**src/hw/rtl/rs485_half_duplex_buffer_ctrl_top_assert.svh**
```systemverilog
// Assertion macros for the RS-485 buffer controller.
// Included by the top level; no other dependencies.
`ifndef RS485_HALF_DUPLEX_BUFFER_CTRL_TOP_ASSERT_SVH
`define RS485_HALF_DUPLEX_BUFFER_CTRL_TOP_ASSERT_SVH

// Same-cycle implication, checked on every rising clock edge outside reset.
`define RHDBC_ASSERT_SAME(label, clk, rst, ante, cons) \
   label: assert property (@(posedge clk) disable iff (rst) (ante) |-> (cons)) \
      else $error("rhdbc assertion failed");

// Next-cycle implication, checked on every rising clock edge outside reset.
`define RHDBC_ASSERT_NEXT(label, clk, rst, ante, cons) \
   label: assert property (@(posedge clk) disable iff (rst) (ante) |=> (cons)) \
      else $error("rhdbc assertion failed");

`endif

```
**src/hw/rtl/rhdbc_pkg.sv**
```systemverilog
// Shared types and constants of the RS-485 buffer controller.
// No dependencies; used by the interfaces and every module.
package rhdbc_pkg;

   localparam int TX_DEPTH  = 256;
   localparam int RX_DEPTH  = 256;
   localparam int TX_PTR_W  = $clog2(TX_DEPTH);
   localparam int RX_IDX_W  = $clog2(RX_DEPTH);
   localparam int SIZE_W    = 9;
   localparam int BYTE_W    = 8;
   localparam int TIMER_W   = 16;
   localparam int REQ_W     = 4;
   localparam int CSR_IDX_W = 4;

   localparam logic [SIZE_W-1:0] TX_SIZE_MIN   = SIZE_W'(2);
   localparam logic [SIZE_W-1:0] TX_SIZE_MAX   = SIZE_W'(TX_DEPTH);
   localparam logic [SIZE_W-1:0] RX_SIZE_MIN   = SIZE_W'(1);
   localparam logic [SIZE_W-1:0] RX_SIZE_MAX   = SIZE_W'(RX_DEPTH);
   localparam logic [SIZE_W-1:0] TX_SIZE_RESET = SIZE_W'(256);
   localparam logic [SIZE_W-1:0] RX_SIZE_RESET = SIZE_W'(256);

   // Request codes
   typedef enum logic [REQ_W-1:0] {
      REQ_PUSH      = 4'd0,
      REQ_TX_EMPTY  = 4'd1,
      REQ_TX_DONE   = 4'd2,
      REQ_RX_BYTE   = 4'd3,
      REQ_TICK      = 4'd4,
      REQ_TIMEOUT   = 4'd5,
      REQ_RESTORE   = 4'd6,
      REQ_SET_TIMER = 4'd7,
      REQ_READ      = 4'd8
   } req_code_type;

   // Configuration register indexes
   typedef enum logic [CSR_IDX_W-1:0] {
      CSR_TX_RING_SIZE     = 4'd0,
      CSR_RX_BUFFER_SIZE   = 4'd1,
      CSR_TXE_ACTIVE_LEVEL = 4'd2,
      CSR_TXE_IDLE_LEVEL   = 4'd3
   } csr_idx_type;

   typedef enum logic [1:0] {
      ST_IDLE,
      ST_EXEC,
      ST_RESP
   } ctl_state_type;

   typedef struct packed {
      logic [REQ_W-1:0]   req_type;
      logic [BYTE_W-1:0]  data_byte;
      logic [TIMER_W-1:0] timer_value;
      logic [RX_IDX_W-1:0] rx_index;
   } req_item_type;

   typedef struct packed {
      logic                push_accepted;
      logic                uart_tx_valid;
      logic [BYTE_W-1:0]   uart_tx_byte;
      logic                txe_pin;
      logic                tx_empty_irq_enable;
      logic                tx_complete_irq_enable;
      logic                tx_busy;
      logic                frame_complete;
      logic [RX_IDX_W-1:0] rx_fill;
      logic [BYTE_W-1:0]   read_data;
   } rsp_item_type;

   typedef struct packed {
      logic                 we;
      logic [CSR_IDX_W-1:0] index;
      logic [SIZE_W-1:0]    wdata;
   } csr_write_type;

   // Controller to datapath commands
   typedef struct packed {
      logic load;
      logic execute;
   } ctl_cmd_type;

endpackage

```
**src/hw/rtl/rhdbc_if.sv**
```systemverilog
// Channel interfaces of the RS-485 buffer controller: request, response, CSR write.
// Depends on rhdbc_pkg.
interface rhdbc_req_if;
   logic                          valid;
   logic                          ready;
   logic [rhdbc_pkg::REQ_W-1:0]   req_type;
   logic [rhdbc_pkg::BYTE_W-1:0]  data_byte;
   logic [rhdbc_pkg::TIMER_W-1:0] timer_value;
   logic [rhdbc_pkg::RX_IDX_W-1:0] rx_index;

   modport source (output valid, req_type, data_byte, timer_value, rx_index, input ready);
   modport sink (input valid, req_type, data_byte, timer_value, rx_index, output ready);
endinterface

interface rhdbc_rsp_if;
   logic                           valid;
   logic                           ready;
   logic                           push_accepted;
   logic                           uart_tx_valid;
   logic [rhdbc_pkg::BYTE_W-1:0]   uart_tx_byte;
   logic                           txe_pin;
   logic                           tx_empty_irq_enable;
   logic                           tx_complete_irq_enable;
   logic                           tx_busy;
   logic                           frame_complete;
   logic [rhdbc_pkg::RX_IDX_W-1:0] rx_fill;
   logic [rhdbc_pkg::BYTE_W-1:0]   read_data;

   modport source (output valid, push_accepted, uart_tx_valid, uart_tx_byte, txe_pin,
                   tx_empty_irq_enable, tx_complete_irq_enable, tx_busy,
                   frame_complete, rx_fill, read_data, input ready);
   modport sink (input valid, push_accepted, uart_tx_valid, uart_tx_byte, txe_pin,
                 tx_empty_irq_enable, tx_complete_irq_enable, tx_busy,
                 frame_complete, rx_fill, read_data, output ready);
endinterface

interface rhdbc_csr_if;
   logic                            valid;
   logic                            ready;
   logic [rhdbc_pkg::CSR_IDX_W-1:0] index;
   logic [rhdbc_pkg::SIZE_W-1:0]    wdata;

   modport source (output valid, index, wdata, input ready);
   modport sink (input valid, index, wdata, output ready);
endinterface

```
**src/hw/rtl/rhdbc_ctrl.sv**
```systemverilog
// Request sequencer of the RS-485 buffer controller: accept, execute, respond.
// Depends on rhdbc_pkg.
module rhdbc_ctrl (
   input  logic                   clock,
   input  logic                   reset,
   input  logic                   req_valid,
   output logic                   req_ready,
   output logic                   rsp_valid,
   input  logic                   rsp_ready,
   output rhdbc_pkg::ctl_cmd_type cmd
);

   rhdbc_pkg::ctl_state_type state_ff, state_in;

   // State register
   always_ff @(posedge clock) begin
      if (reset) begin
         state_ff <= rhdbc_pkg::ST_IDLE;
      end else begin
         state_ff <= state_in;
      end
   end

   // Next state and commands
   always_comb begin
      state_in    = state_ff;
      req_ready   = 1'b0;
      rsp_valid   = 1'b0;
      cmd.load    = 1'b0;
      cmd.execute = 1'b0;
      unique case (state_ff)
         rhdbc_pkg::ST_IDLE: begin
            req_ready = 1'b1;
            if (req_valid) begin
               cmd.load = 1'b1;
               state_in = rhdbc_pkg::ST_EXEC;
            end
         end
         rhdbc_pkg::ST_EXEC: begin
            cmd.execute = 1'b1;
            state_in    = rhdbc_pkg::ST_RESP;
         end
         rhdbc_pkg::ST_RESP: begin
            rsp_valid = 1'b1;
            if (rsp_ready) begin
               state_in = rhdbc_pkg::ST_IDLE;
            end
         end
         default: begin
            state_in = rhdbc_pkg::ST_IDLE;
         end
      endcase
   end

endmodule

```
**src/hw/rtl/rhdbc_dpath.sv**
```systemverilog
// Datapath of the RS-485 buffer controller: tx ring, rx store, timer, flags, CSRs.
// Depends on rhdbc_pkg; driven by rhdbc_ctrl commands.
module rhdbc_dpath (
   input  logic                    clock,
   input  logic                    reset,
   input  rhdbc_pkg::ctl_cmd_type  cmd,
   input  rhdbc_pkg::req_item_type req_item,
   input  rhdbc_pkg::csr_write_type csr_wr,
   output rhdbc_pkg::rsp_item_type rsp_item
);

   localparam int TXP = rhdbc_pkg::TX_PTR_W;
   localparam int RXI = rhdbc_pkg::RX_IDX_W;
   localparam int SW  = rhdbc_pkg::SIZE_W;
   localparam int BW  = rhdbc_pkg::BYTE_W;
   localparam int TW  = rhdbc_pkg::TIMER_W;

   // Limit a size register to the legal range
   function automatic logic [SW-1:0] clamp_size(input logic [SW-1:0] v,
                                                input logic [SW-1:0] lo,
                                                input logic [SW-1:0] hi);
      logic [SW-1:0] r;
      r = v;
      if (v < lo) r = lo;
      else if (v > hi) r = hi;
      return r;
   endfunction

   // Configuration registers
   logic [SW-1:0] tx_size_ff, rx_size_ff;
   logic          txe_act_ff, txe_idle_ff;

   // Latched request
   rhdbc_pkg::req_item_type req_ff;

   // Memories
   logic [BW-1:0] tx_ring_mem [rhdbc_pkg::TX_DEPTH];
   logic [BW-1:0] rx_mem [rhdbc_pkg::RX_DEPTH];
   logic [BW-1:0] tx_rd_data_ff, rx_rd_data_ff;

   // Control state
   logic [TXP-1:0] tx_wr_ptr_ff, tx_wr_ptr_in;
   logic [TXP-1:0] tx_rd_ptr_ff, tx_rd_ptr_in;
   logic           tx_active_ff, tx_active_in;
   logic           txe_level_ff, txe_level_in;
   logic           txe_int_en_ff, txe_int_en_in;
   logic           tc_int_en_ff, tc_int_en_in;
   logic [rhdbc_pkg::RX_DEPTH-1:0] rx_valid_ff, rx_valid_in;
   logic [RXI-1:0] rx_wr_idx_ff, rx_wr_idx_in;
   logic [TW-1:0]  timer_ff, timer_in;
   logic           rx_done_ff, rx_done_in;

   // Per-request result flags
   logic push_ok_ff, push_ok_in;
   logic txv_ff, txv_in;
   logic rd_hit_ff, rd_hit_in;

   // Decode helpers
   logic [SW-1:0]  tx_size_eff, rx_size_eff;
   logic [SW-1:0]  tx_wr_inc, tx_rd_inc, rx_idx_inc;
   logic [TXP-1:0] tx_wr_next, tx_rd_next;
   logic [RXI-1:0] rx_idx_next;
   logic           tx_full, tx_empty;
   logic           is_push, is_tx_empty, is_rx_byte;

   // CSR writes
   always_ff @(posedge clock) begin
      if (reset) begin
         tx_size_ff  <= rhdbc_pkg::TX_SIZE_RESET;
         rx_size_ff  <= rhdbc_pkg::RX_SIZE_RESET;
         txe_act_ff  <= 1'b1;
         txe_idle_ff <= 1'b0;
      end else if (csr_wr.we) begin
         unique case (csr_wr.index)
            rhdbc_pkg::CSR_TX_RING_SIZE:     tx_size_ff  <= csr_wr.wdata;
            rhdbc_pkg::CSR_RX_BUFFER_SIZE:   rx_size_ff  <= csr_wr.wdata;
            rhdbc_pkg::CSR_TXE_ACTIVE_LEVEL: txe_act_ff  <= csr_wr.wdata[0];
            rhdbc_pkg::CSR_TXE_IDLE_LEVEL:   txe_idle_ff <= csr_wr.wdata[0];
            default: ;
         endcase
      end
   end

   // Request latch
   always_ff @(posedge clock) begin
      if (cmd.load) begin
         req_ff <= req_item;
      end
   end

   // Pointer arithmetic with wrap at the active size
   always_comb begin
      tx_size_eff = clamp_size(tx_size_ff, rhdbc_pkg::TX_SIZE_MIN, rhdbc_pkg::TX_SIZE_MAX);
      rx_size_eff = clamp_size(rx_size_ff, rhdbc_pkg::RX_SIZE_MIN, rhdbc_pkg::RX_SIZE_MAX);
      tx_wr_inc   = SW'(tx_wr_ptr_ff) + SW'(1);
      tx_rd_inc   = SW'(tx_rd_ptr_ff) + SW'(1);
      rx_idx_inc  = SW'(rx_wr_idx_ff) + SW'(1);
      tx_wr_next  = (tx_wr_inc >= tx_size_eff) ? '0 : tx_wr_inc[TXP-1:0];
      tx_rd_next  = (tx_rd_inc >= tx_size_eff) ? '0 : tx_rd_inc[TXP-1:0];
      rx_idx_next = (rx_idx_inc >= rx_size_eff) ? '0 : rx_idx_inc[RXI-1:0];
      tx_full     = (tx_wr_next == tx_rd_ptr_ff);
      tx_empty    = (tx_rd_ptr_ff == tx_wr_ptr_ff);
      is_push     = cmd.execute && (req_ff.req_type == rhdbc_pkg::REQ_PUSH);
      is_tx_empty = cmd.execute && (req_ff.req_type == rhdbc_pkg::REQ_TX_EMPTY);
      is_rx_byte  = cmd.execute && (req_ff.req_type == rhdbc_pkg::REQ_RX_BYTE);
   end

   // Event decode
   always_comb begin
      tx_wr_ptr_in  = tx_wr_ptr_ff;
      tx_rd_ptr_in  = tx_rd_ptr_ff;
      tx_active_in  = tx_active_ff;
      txe_level_in  = txe_level_ff;
      txe_int_en_in = txe_int_en_ff;
      tc_int_en_in  = tc_int_en_ff;
      rx_valid_in   = rx_valid_ff;
      rx_wr_idx_in  = rx_wr_idx_ff;
      timer_in      = timer_ff;
      rx_done_in    = rx_done_ff;
      push_ok_in    = push_ok_ff;
      txv_in        = txv_ff;
      rd_hit_in     = rd_hit_ff;
      if (cmd.execute) begin
         push_ok_in = 1'b0;
         txv_in     = 1'b0;
         rd_hit_in  = 1'b0;
         unique case (req_ff.req_type)
            rhdbc_pkg::REQ_PUSH: begin
               if (!tx_full) begin
                  tx_wr_ptr_in = tx_wr_next;
                  push_ok_in   = 1'b1;
                  if (!tx_active_ff) begin
                     txe_level_in  = txe_act_ff;
                     tx_active_in  = 1'b1;
                     txe_int_en_in = 1'b1;
                     tc_int_en_in  = 1'b1;
                  end
               end
            end
            rhdbc_pkg::REQ_TX_EMPTY: begin
               if (!tx_empty) begin
                  txv_in       = 1'b1;
                  tx_rd_ptr_in = tx_rd_next;
                  tx_active_in = 1'b1;
               end else begin
                  tx_active_in  = 1'b0;
                  txe_int_en_in = 1'b0;
               end
            end
            rhdbc_pkg::REQ_TX_DONE: begin
               if (tx_empty) begin
                  txe_level_in = txe_idle_ff;
               end
            end
            rhdbc_pkg::REQ_RX_BYTE: begin
               rx_done_in                = 1'b0;
               rx_valid_in[rx_wr_idx_ff] = 1'b1;
               rx_wr_idx_in              = rx_idx_next;
            end
            rhdbc_pkg::REQ_TICK: begin
               if (timer_ff != '0) begin
                  timer_in = timer_ff - TW'(1);
                  if (timer_ff == TW'(1)) begin
                     rx_done_in = 1'b1;
                  end
               end
            end
            rhdbc_pkg::REQ_TIMEOUT: begin
               rx_done_in = 1'b1;
            end
            rhdbc_pkg::REQ_RESTORE: begin
               // drop every entry below the current write index
               for (int i = 0; i < rhdbc_pkg::RX_DEPTH; i++) begin
                  if (RXI'(i) < rx_wr_idx_ff) begin
                     rx_valid_in[i] = 1'b0;
                  end
               end
               rx_wr_idx_in = '0;
               rx_done_in   = 1'b0;
            end
            rhdbc_pkg::REQ_SET_TIMER: begin
               timer_in = req_ff.timer_value;
            end
            rhdbc_pkg::REQ_READ: begin
               rd_hit_in = rx_valid_ff[req_ff.rx_index];
            end
            default: ;
         endcase
      end
   end

   // Control state registers
   always_ff @(posedge clock) begin
      if (reset) begin
         tx_wr_ptr_ff  <= '0;
         tx_rd_ptr_ff  <= '0;
         tx_active_ff  <= 1'b0;
         txe_level_ff  <= 1'b0;
         txe_int_en_ff <= 1'b0;
         tc_int_en_ff  <= 1'b0;
         rx_valid_ff   <= '0;
         rx_wr_idx_ff  <= '0;
         timer_ff      <= '0;
         rx_done_ff    <= 1'b0;
         push_ok_ff    <= 1'b0;
         txv_ff        <= 1'b0;
         rd_hit_ff     <= 1'b0;
      end else begin
         tx_wr_ptr_ff  <= tx_wr_ptr_in;
         tx_rd_ptr_ff  <= tx_rd_ptr_in;
         tx_active_ff  <= tx_active_in;
         txe_level_ff  <= txe_level_in;
         txe_int_en_ff <= txe_int_en_in;
         tc_int_en_ff  <= tc_int_en_in;
         rx_valid_ff   <= rx_valid_in;
         rx_wr_idx_ff  <= rx_wr_idx_in;
         timer_ff      <= timer_in;
         rx_done_ff    <= rx_done_in;
         push_ok_ff    <= push_ok_in;
         txv_ff        <= txv_in;
         rd_hit_ff     <= rd_hit_in;
      end
   end

   // Transmit ring: one write port, registered read
   always_ff @(posedge clock) begin
      if (is_push && !tx_full) begin
         tx_ring_mem[tx_wr_ptr_ff] <= req_ff.data_byte;
      end
      if (is_tx_empty) begin
         tx_rd_data_ff <= tx_ring_mem[tx_rd_ptr_ff];
      end
   end

   // Receive store: one write port, registered read
   always_ff @(posedge clock) begin
      if (is_rx_byte) begin
         rx_mem[rx_wr_idx_ff] <= req_ff.data_byte;
      end
      if (cmd.execute) begin
         rx_rd_data_ff <= rx_mem[req_ff.rx_index];
      end
   end

   // Response fields, all from registers that hold until the next request
   always_comb begin
      rsp_item.push_accepted          = push_ok_ff;
      rsp_item.uart_tx_valid          = txv_ff;
      rsp_item.uart_tx_byte           = txv_ff ? tx_rd_data_ff : '0;
      rsp_item.txe_pin                = txe_level_ff;
      rsp_item.tx_empty_irq_enable    = txe_int_en_ff;
      rsp_item.tx_complete_irq_enable = tc_int_en_ff;
      rsp_item.tx_busy                = tx_active_ff;
      rsp_item.frame_complete         = rx_done_ff;
      rsp_item.rx_fill                = rx_wr_idx_ff;
      rsp_item.read_data              = rd_hit_ff ? rx_rd_data_ff : '0;
   end

endmodule

```
**src/hw/rtl/rs485_half_duplex_buffer_ctrl_top.sv**
```systemverilog
// Half-duplex RS-485 buffer controller. Each request is one event (push, tx empty,
// tx complete, rx byte, tick, timeout, restore, set timer, read) and yields exactly
// one response carrying the flags after the event. A request is accepted in ST_IDLE,
// executed in ST_EXEC against the tx ring and rx store (both memories with a
// registered read port) and presented as a response in ST_RESP, where it waits
// for rsp_ch.ready; the next request is taken once the response is delivered.
// Receive valid bits are flip-flops cleared by reset, so no clearing
// pass is needed after reset. CSR writes are taken in any cycle.
// Depends on rhdbc_pkg, rhdbc_if, rhdbc_ctrl, rhdbc_dpath and the assertion header.
`include "rs485_half_duplex_buffer_ctrl_top_assert.svh"

module rs485_half_duplex_buffer_ctrl_top (
   input logic        clock,
   input logic        reset,
   rhdbc_req_if.sink  req_ch,
   rhdbc_rsp_if.source rsp_ch,
   rhdbc_csr_if.sink  csr_ch
);

   rhdbc_pkg::ctl_cmd_type   cmd;
   rhdbc_pkg::req_item_type  req_item;
   rhdbc_pkg::rsp_item_type  rsp_item;
   rhdbc_pkg::csr_write_type csr_wr;

   // Channel packing
   assign csr_ch.ready         = 1'b1;
   assign csr_wr.we            = csr_ch.valid;
   assign csr_wr.index         = csr_ch.index;
   assign csr_wr.wdata         = csr_ch.wdata;
   assign req_item.req_type    = req_ch.req_type;
   assign req_item.data_byte   = req_ch.data_byte;
   assign req_item.timer_value = req_ch.timer_value;
   assign req_item.rx_index    = req_ch.rx_index;

   assign rsp_ch.push_accepted          = rsp_item.push_accepted;
   assign rsp_ch.uart_tx_valid          = rsp_item.uart_tx_valid;
   assign rsp_ch.uart_tx_byte           = rsp_item.uart_tx_byte;
   assign rsp_ch.txe_pin                = rsp_item.txe_pin;
   assign rsp_ch.tx_empty_irq_enable    = rsp_item.tx_empty_irq_enable;
   assign rsp_ch.tx_complete_irq_enable = rsp_item.tx_complete_irq_enable;
   assign rsp_ch.tx_busy                = rsp_item.tx_busy;
   assign rsp_ch.frame_complete         = rsp_item.frame_complete;
   assign rsp_ch.rx_fill                = rsp_item.rx_fill;
   assign rsp_ch.read_data              = rsp_item.read_data;

   // Sequencer
   rhdbc_ctrl u_ctrl (
      .clock     (clock),
      .reset     (reset),
      .req_valid (req_ch.valid),
      .req_ready (req_ch.ready),
      .rsp_valid (rsp_ch.valid),
      .rsp_ready (rsp_ch.ready),
      .cmd       (cmd)
   );

   // Storage and event logic
   rhdbc_dpath u_dpath (
      .clock    (clock),
      .reset    (reset),
      .cmd      (cmd),
      .req_item (req_item),
      .csr_wr   (csr_wr),
      .rsp_item (rsp_item)
   );

   // Checks
   `RHDBC_ASSERT_SAME(a_one_in_flight, clock, reset, rsp_ch.valid, !req_ch.ready)
   `RHDBC_ASSERT_NEXT(a_exec_after_accept, clock, reset, req_ch.valid && req_ch.ready, cmd.execute && !rsp_ch.valid)
   `RHDBC_ASSERT_SAME(a_push_sets_busy, clock, reset, rsp_ch.valid && rsp_ch.push_accepted, rsp_ch.tx_busy)
   `RHDBC_ASSERT_SAME(a_send_sets_busy, clock, reset, rsp_ch.valid && rsp_ch.uart_tx_valid, rsp_ch.tx_busy && rsp_ch.tx_complete_irq_enable)

endmodule

```
**src/flat_wrapper.sv**
```systemverilog
// flat-port wrapper written by rule: the top's interface ports become plain ports
module rs485_half_duplex_buffer_ctrl_top_flat 
  (clock, reset, req_ch_valid, req_ch_req_type, req_ch_data_byte, req_ch_timer_value, req_ch_rx_index, req_ch_ready, rsp_ch_valid, rsp_ch_push_accepted, rsp_ch_uart_tx_valid, rsp_ch_uart_tx_byte, rsp_ch_txe_pin, rsp_ch_tx_empty_irq_enable, rsp_ch_tx_complete_irq_enable, rsp_ch_tx_busy, rsp_ch_frame_complete, rsp_ch_rx_fill, rsp_ch_read_data, rsp_ch_ready, csr_ch_valid, csr_ch_index, csr_ch_wdata, csr_ch_ready);
  rhdbc_req_if req_ch_i ();
  rhdbc_rsp_if rsp_ch_i ();
  rhdbc_csr_if csr_ch_i ();
  input logic clock;
  input logic reset;
  input wire logic [$bits(req_ch_i.valid)-1:0] req_ch_valid;
  input wire logic [$bits(req_ch_i.req_type)-1:0] req_ch_req_type;
  input wire logic [$bits(req_ch_i.data_byte)-1:0] req_ch_data_byte;
  input wire logic [$bits(req_ch_i.timer_value)-1:0] req_ch_timer_value;
  input wire logic [$bits(req_ch_i.rx_index)-1:0] req_ch_rx_index;
  output wire logic [$bits(req_ch_i.ready)-1:0] req_ch_ready;
  output wire logic [$bits(rsp_ch_i.valid)-1:0] rsp_ch_valid;
  output wire logic [$bits(rsp_ch_i.push_accepted)-1:0] rsp_ch_push_accepted;
  output wire logic [$bits(rsp_ch_i.uart_tx_valid)-1:0] rsp_ch_uart_tx_valid;
  output wire logic [$bits(rsp_ch_i.uart_tx_byte)-1:0] rsp_ch_uart_tx_byte;
  output wire logic [$bits(rsp_ch_i.txe_pin)-1:0] rsp_ch_txe_pin;
  output wire logic [$bits(rsp_ch_i.tx_empty_irq_enable)-1:0] rsp_ch_tx_empty_irq_enable;
  output wire logic [$bits(rsp_ch_i.tx_complete_irq_enable)-1:0] rsp_ch_tx_complete_irq_enable;
  output wire logic [$bits(rsp_ch_i.tx_busy)-1:0] rsp_ch_tx_busy;
  output wire logic [$bits(rsp_ch_i.frame_complete)-1:0] rsp_ch_frame_complete;
  output wire logic [$bits(rsp_ch_i.rx_fill)-1:0] rsp_ch_rx_fill;
  output wire logic [$bits(rsp_ch_i.read_data)-1:0] rsp_ch_read_data;
  input wire logic [$bits(rsp_ch_i.ready)-1:0] rsp_ch_ready;
  input wire logic [$bits(csr_ch_i.valid)-1:0] csr_ch_valid;
  input wire logic [$bits(csr_ch_i.index)-1:0] csr_ch_index;
  input wire logic [$bits(csr_ch_i.wdata)-1:0] csr_ch_wdata;
  output wire logic [$bits(csr_ch_i.ready)-1:0] csr_ch_ready;
  assign req_ch_i.valid = req_ch_valid;
  assign req_ch_i.req_type = req_ch_req_type;
  assign req_ch_i.data_byte = req_ch_data_byte;
  assign req_ch_i.timer_value = req_ch_timer_value;
  assign req_ch_i.rx_index = req_ch_rx_index;
  assign req_ch_ready = req_ch_i.ready;
  assign rsp_ch_valid = rsp_ch_i.valid;
  assign rsp_ch_push_accepted = rsp_ch_i.push_accepted;
  assign rsp_ch_uart_tx_valid = rsp_ch_i.uart_tx_valid;
  assign rsp_ch_uart_tx_byte = rsp_ch_i.uart_tx_byte;
  assign rsp_ch_txe_pin = rsp_ch_i.txe_pin;
  assign rsp_ch_tx_empty_irq_enable = rsp_ch_i.tx_empty_irq_enable;
  assign rsp_ch_tx_complete_irq_enable = rsp_ch_i.tx_complete_irq_enable;
  assign rsp_ch_tx_busy = rsp_ch_i.tx_busy;
  assign rsp_ch_frame_complete = rsp_ch_i.frame_complete;
  assign rsp_ch_rx_fill = rsp_ch_i.rx_fill;
  assign rsp_ch_read_data = rsp_ch_i.read_data;
  assign rsp_ch_i.ready = rsp_ch_ready;
  assign csr_ch_i.valid = csr_ch_valid;
  assign csr_ch_i.index = csr_ch_index;
  assign csr_ch_i.wdata = csr_ch_wdata;
  assign csr_ch_ready = csr_ch_i.ready;
  rs485_half_duplex_buffer_ctrl_top u_core (.clock(clock), .reset(reset), .req_ch(req_ch_i), .rsp_ch(rsp_ch_i), .csr_ch(csr_ch_i));
endmodule
```
**config.mk**
```make
export PLATFORM = sky130hd
export DESIGN_NAME = rs485_half_duplex_buffer_ctrl_top_flat
export DESIGN_NICKNAME = d
export VERILOG_FILES = /design/src/hw/rtl/rhdbc_pkg.sv /design/src/hw/rtl/rhdbc_if.sv /design/src/hw/rtl/rhdbc_ctrl.sv /design/src/hw/rtl/rhdbc_dpath.sv /design/src/hw/rtl/rs485_half_duplex_buffer_ctrl_top.sv /design/src/flat_wrapper.sv
export VERILOG_INCLUDE_DIRS = /design/src /design/src/hw/rtl
export SDC_FILE = /design/constraint.sdc
export NUM_CORES = 2
export LEC_CHECK = 0
export ABC_CLOCK_PERIOD_IN_PS = 13250
export BUFFER_PORTS_ARGS = -buffer_cell sky130_fd_sc_hd__clkbuf_2
export CORE_MARGIN = 2
export CORE_UTILIZATION = 45
export DETAILED_ROUTE_END_ITERATION = 10
export PLACE_DENSITY = 0.68
export SKIP_CTS_REPAIR_TIMING = 1
export SLEW_MARGIN = 20
export SYNTH_ARGS = -nofsm -noshare
export SYNTH_HDL_FRONTEND = slang
export SYNTH_SLANG_ARGS = --single-unit
```
**constraint.sdc**
```tcl
create_clock -name clock -period 13.25 [get_ports clock]
set_clock_uncertainty 0.05 [all_clocks]
set_input_delay 0.6625 -clock clock [delete_from_list [all_inputs] [get_ports clock]]
set_output_delay 0.6625 -clock clock [all_outputs]
set_load 0.02 [all_outputs]
```
==> flow_summary.toml <==
[route]
drt-pass1-iter-count = 9
totalWireLength_um = 464000
via_per_inst = 6.28
vias = 90400
drt_iter0_markers = 12200
routed_wire_length_per_instance_um = 32.3
drcViolationCount = 0
detail-route-antenna-nets = 0

[cells_and_area]
drive_gt1_share_pct = 27.2
synth_to_layout_area_growth_pct = 12.4
nets = 8898
finalInstanceArea_mm2 = 0.198
final_cell_count_no_fill = 14400

[global_route]
grt_busiest_layer = "met2"
groute.layer.met2.usage_pct = 36.9
use_met1_pct = 31.0
grt_use_total_pct = 23.0
grt_max_degree = 207
grt_pass1_vias = 89300
grt_residual_overflow = 0
number_of_antenna_violations_at_the_first_check_in_global_routing = 18
grt_pass1_wl_um = 665000
grtUsageMet3_pct = 4.48

[critical_path]
critical-path-slowest-cell = "sky130_fd_sc_hd__o31ai_1"
critical_path_start_end_classification = "reg2reg"
cp_num_buf_inv = 1
arrival_ns = 6.79
kind_of_start_point_of_the_critical_path = "flop"
critical-path-top-delay-family = "simple AND/OR/NAND/NOR gates"
timing.critical_path.fanout_max = 22
worst_setup_end_kind = "flop"
cp_required_ns = 13.81
critPathMaxStageDelay_ns = 0.78
critical_path.cell_chain = "nand3_1, or4_1, nand2_1, ha_1, nand4_1, o31ai_1, o21ai_0, a2bb2o_4, o21ai_2, or3_1, buf_4, nor2_1"

[timing]
rsz_0062_raised_after_global_routing = "no"
slew_viol_final = 0
setup_total_negative_slack_ns = 0
max_slew_margin_pct = 11.9
fmax_mhz = 161
clock_period_minus_worst_slack_ns = 6.23
finalSetupViolCount = 0
worst-slew-pin-transition_ns = 1.32
finalHoldViolCount = 0
finalCritPeriodShare_pct = 47.0

[synth]
count_of_synthesis_stage_warnings_from_yosys = 0
synth_fp_nets = 8668
synth-edff-count = 4148
synthArstFlopShare_pct = 0
synth_sequential_area_ratio_pct = 74.4
synth_flop_cell = "sky130_fd_sc_hd__edfxtp_1"
post_synth_inst_count = 8576
post_synth.cell_area_avg_um2 = 20.6
yosys_register_bits = 4474
synth_cell_types = 71
synth_area_mm2 = 0.176

[floorplan]
initial_cell_density_of_the_core_pct = 45.2
num_rows = 229
design.die.area_mm2 = 0.397
die_height_um = 630
number_of_ports_placed_on_the_die_boundary = 88
floorplan.core_area_mm2 = 0.390
chipWidth_um = 630

[power_and_ir_drop]
design_power_total_mw = 29.2
leakage_component_of_the_power_nw = 60.4
irDropWorstVdd_mv = 0.150
power_density_mw_per_mm2 = 147

[run_status]
run_status = "complete, no violations"

[placed_design]
place.port_buffers = 86
numPlacedInstances = 13500
placement.cell_area_mm2 = 0.183
weighted_congestion_reported_at_the_end_of_routability_driven_placement = 0.972
dp_hpwl_um = 284000

[clocking]
cts.path.max_buffers = 4
cts_max_level = 5
cts_inserted_buffers = 431
cts_num_sinks = 4474
worst_setup_hold_path_clk_slew_ns = 0.07
cts.root.buffer_cell = "sky130_fd_sc_hd__clkbuf_16"
cts_tree = "done"
clk_latency_ns = 1.01

[flow_run]
cap_violations = 0

[min_path]
hold_path.class = "in2reg"
## sequential cells by signal (all words and copies together) (netlist names), 2 cells and up
register,cells
u_core.u_dpath.rx_rd_data_ff,8
u_core.u_dpath.tx_rd_ptr_ff,8
u_core.u_dpath.rx_wr_idx_ff,8
u_core.u_dpath.rx_valid_ff,256
u_core.u_dpath.tx_size_ff,9
u_core.u_dpath.tx_rd_data_ff,8
u_core.u_dpath.rx_mem,2048
u_core.u_dpath.timer_ff,16
u_core.u_dpath.rx_size_ff,9
u_core.u_dpath.tx_wr_ptr_ff,8
u_core.u_dpath.tx_ring_mem,2048
u_core.u_dpath.req_ff,36
u_core.u_ctrl.state_ff,2
## layout make-up
cell class	count	area (µm²)
antenna	12	30.0
clock buffer	525	11400
clock inverter	285	3080
fill	30100	192000
inverter	51	206
multi-input combinational	3501	42900
sequential	4474	131000
tap	5197	6500
timing repair buffer	347	2850
## placed cells by master (no fill, tap or decap), types with 43 or more instances in the layout
cell type and n:
sky130_fd_sc_hd__edfxtp_1 4148, sky130_fd_sc_hd__mux4_2 1419, sky130_fd_sc_hd__nor2_1 738, sky130_fd_sc_hd__clkbuf_16 439, sky130_fd_sc_hd__dfxtp_1 320, sky130_fd_sc_hd__a21oi_1 221
sky130_fd_sc_hd__nand2_1 211, sky130_fd_sc_hd__buf_4 190, sky130_fd_sc_hd__nor3_1 128, sky130_fd_sc_hd__o21ai_0 121, sky130_fd_sc_hd__clkinv_2 99, sky130_fd_sc_hd__clkbuf_2 85
sky130_fd_sc_hd__a211oi_1 73, sky130_fd_sc_hd__clkbuf_1 72, sky130_fd_sc_hd__clkinv_1 71, sky130_fd_sc_hd__a31oi_1 64, sky130_fd_sc_hd__nand3_1 55, sky130_fd_sc_hd__bufinv_16 54
sky130_fd_sc_hd__inv_1 44, sky130_fd_sc_hd__dlygate4sd3_1 44, sky130_fd_sc_hd__nor2_2 43
## metal layers
layer,vias to the layer above,part of all wire [%]
li1,36000,-
met1,47900,38
met2,5479,48
met3,1018,9.2
met4,10,4.6
met5,-,0.014
## worst paths after layout
kind / from / end / slack, ns / depth (start not counted)
setup / recovery: u_core.u_dpath.tx_wr_ptr_ff[2] / u_core.u_dpath.tx_ring_mem[53][6] / 7.02 / 12
hold / removal: csr_ch_index[1] / u_core.u_dpath.txe_act_ff / 0.04 / 4
setup reg to reg: u_core.u_dpath.tx_wr_ptr_ff[2] / u_core.u_dpath.tx_ring_mem[53][6] / 7.02 / 12
hold reg to reg: u_core.u_dpath.txe_act_ff / u_core.u_dpath.txe_act_ff / 0.42 / 2
## report_power, final
group,switching (mW),internal [mW]
combinational,0.716,0.378
clock,5.36,7.23
sequential,0.0208,15.5
total,6.10,23.1
## worst register-to-register path, cell delays in order, from the launching register on
cell	delay, ns
sky130_fd_sc_hd__dfxtp_1	0.70
sky130_fd_sc_hd__nand3_1	0.47
sky130_fd_sc_hd__or4_1	0.69
sky130_fd_sc_hd__nand2_1	0.12
sky130_fd_sc_hd__ha_1	0.15
sky130_fd_sc_hd__nand4_1	0.11
sky130_fd_sc_hd__o31ai_1	0.78
sky130_fd_sc_hd__o21ai_0	0.26
sky130_fd_sc_hd__a2bb2o_4	0.28
sky130_fd_sc_hd__o21ai_2	0.68
sky130_fd_sc_hd__or3_1	0.76
sky130_fd_sc_hd__buf_4	0.48
sky130_fd_sc_hd__nor2_1	0.32
## kinds of logic (layout without fill, tap and decap cells)
logic type,count (synthesis),after routing,synth area share (%)
adders and majority gates,38,38,0.270
buffers and inverters,601,1208,1.40
other,1,13,0.00213
xor gates and xnor gates,23,23,0.130
AOI/OAI and AO/OA,645,645,2.30
DFF,4474,4474,74.4
muxes,1451,1451,18.3
and+or+nand+nor,1343,1343,3.24
## synthesized netlist by cell type, types with 5 or more instances
cell                       instances  area [µm²]
sky130_fd_sc_hd__a22oi_1          39         293
sky130_fd_sc_hd__inv_1            44         165
sky130_fd_sc_hd__o221a_2          23         259
sky130_fd_sc_hd__dfxtp_1         326        6530
sky130_fd_sc_hd__o21a_1           10        75.1
sky130_fd_sc_hd__nand2b_1         20         125
sky130_fd_sc_hd__nor4_1            6        37.5
sky130_fd_sc_hd__clkbuf_1        353        1330
sky130_fd_sc_hd__xnor2_1          11        96.3
sky130_fd_sc_hd__a211oi_1         73         548
sky130_fd_sc_hd__nor2_1          783        2940
sky130_fd_sc_hd__nor3_1          131         656
sky130_fd_sc_hd__or2_2             9        56.3
sky130_fd_sc_hd__nand3_1          56         280
sky130_fd_sc_hd__o211ai_1         24         180
sky130_fd_sc_hd__and2_1           38         238
sky130_fd_sc_hd__nor2b_1          22         138
sky130_fd_sc_hd__a21o_1           14         105
sky130_fd_sc_hd__or3_1            21         131
sky130_fd_sc_hd__buf_2           141         706
sky130_fd_sc_hd__and3_1           11        68.8
sky130_fd_sc_hd__edfxtp_1       4148      125000
sky130_fd_sc_hd__buf_1            48         180
sky130_fd_sc_hd__o32ai_1           6        52.6
sky130_fd_sc_hd__nand4_1          11        68.8
sky130_fd_sc_hd__a31oi_1          64         400
sky130_fd_sc_hd__or4_1            11        82.6
sky130_fd_sc_hd__nand3b_1          5        37.5
sky130_fd_sc_hd__mux2i_1          29         290
sky130_fd_sc_hd__a21oi_1         222        1110
sky130_fd_sc_hd__mux4_2         1419       32000
sky130_fd_sc_hd__nand2_1         212         796
sky130_fd_sc_hd__buf_4             5        37.5
sky130_fd_sc_hd__clkinv_1          5        18.8
sky130_fd_sc_hd__o21ai_0         124         621
sky130_fd_sc_hd__xor2_1           10        87.6
sky130_fd_sc_hd__o31ai_1           9        67.6
sky130_fd_sc_hd__ha_1             38         475
## per-stage QoR
step           utilization, %  worst slack, ns  hold slack [ns]
6_report                 50.8             7.02           0.0425
5_1_grt                  50.8             6.68           0.0189
2_1_floorplan               -             5.61            0.385
3_5_place_dp             46.9             7.11            0.411
4_1_cts                  50.7             7.08           -0.232
3_3_place_gp             46.9             7.14            0.398
Power figures use the tool's default switching activity.
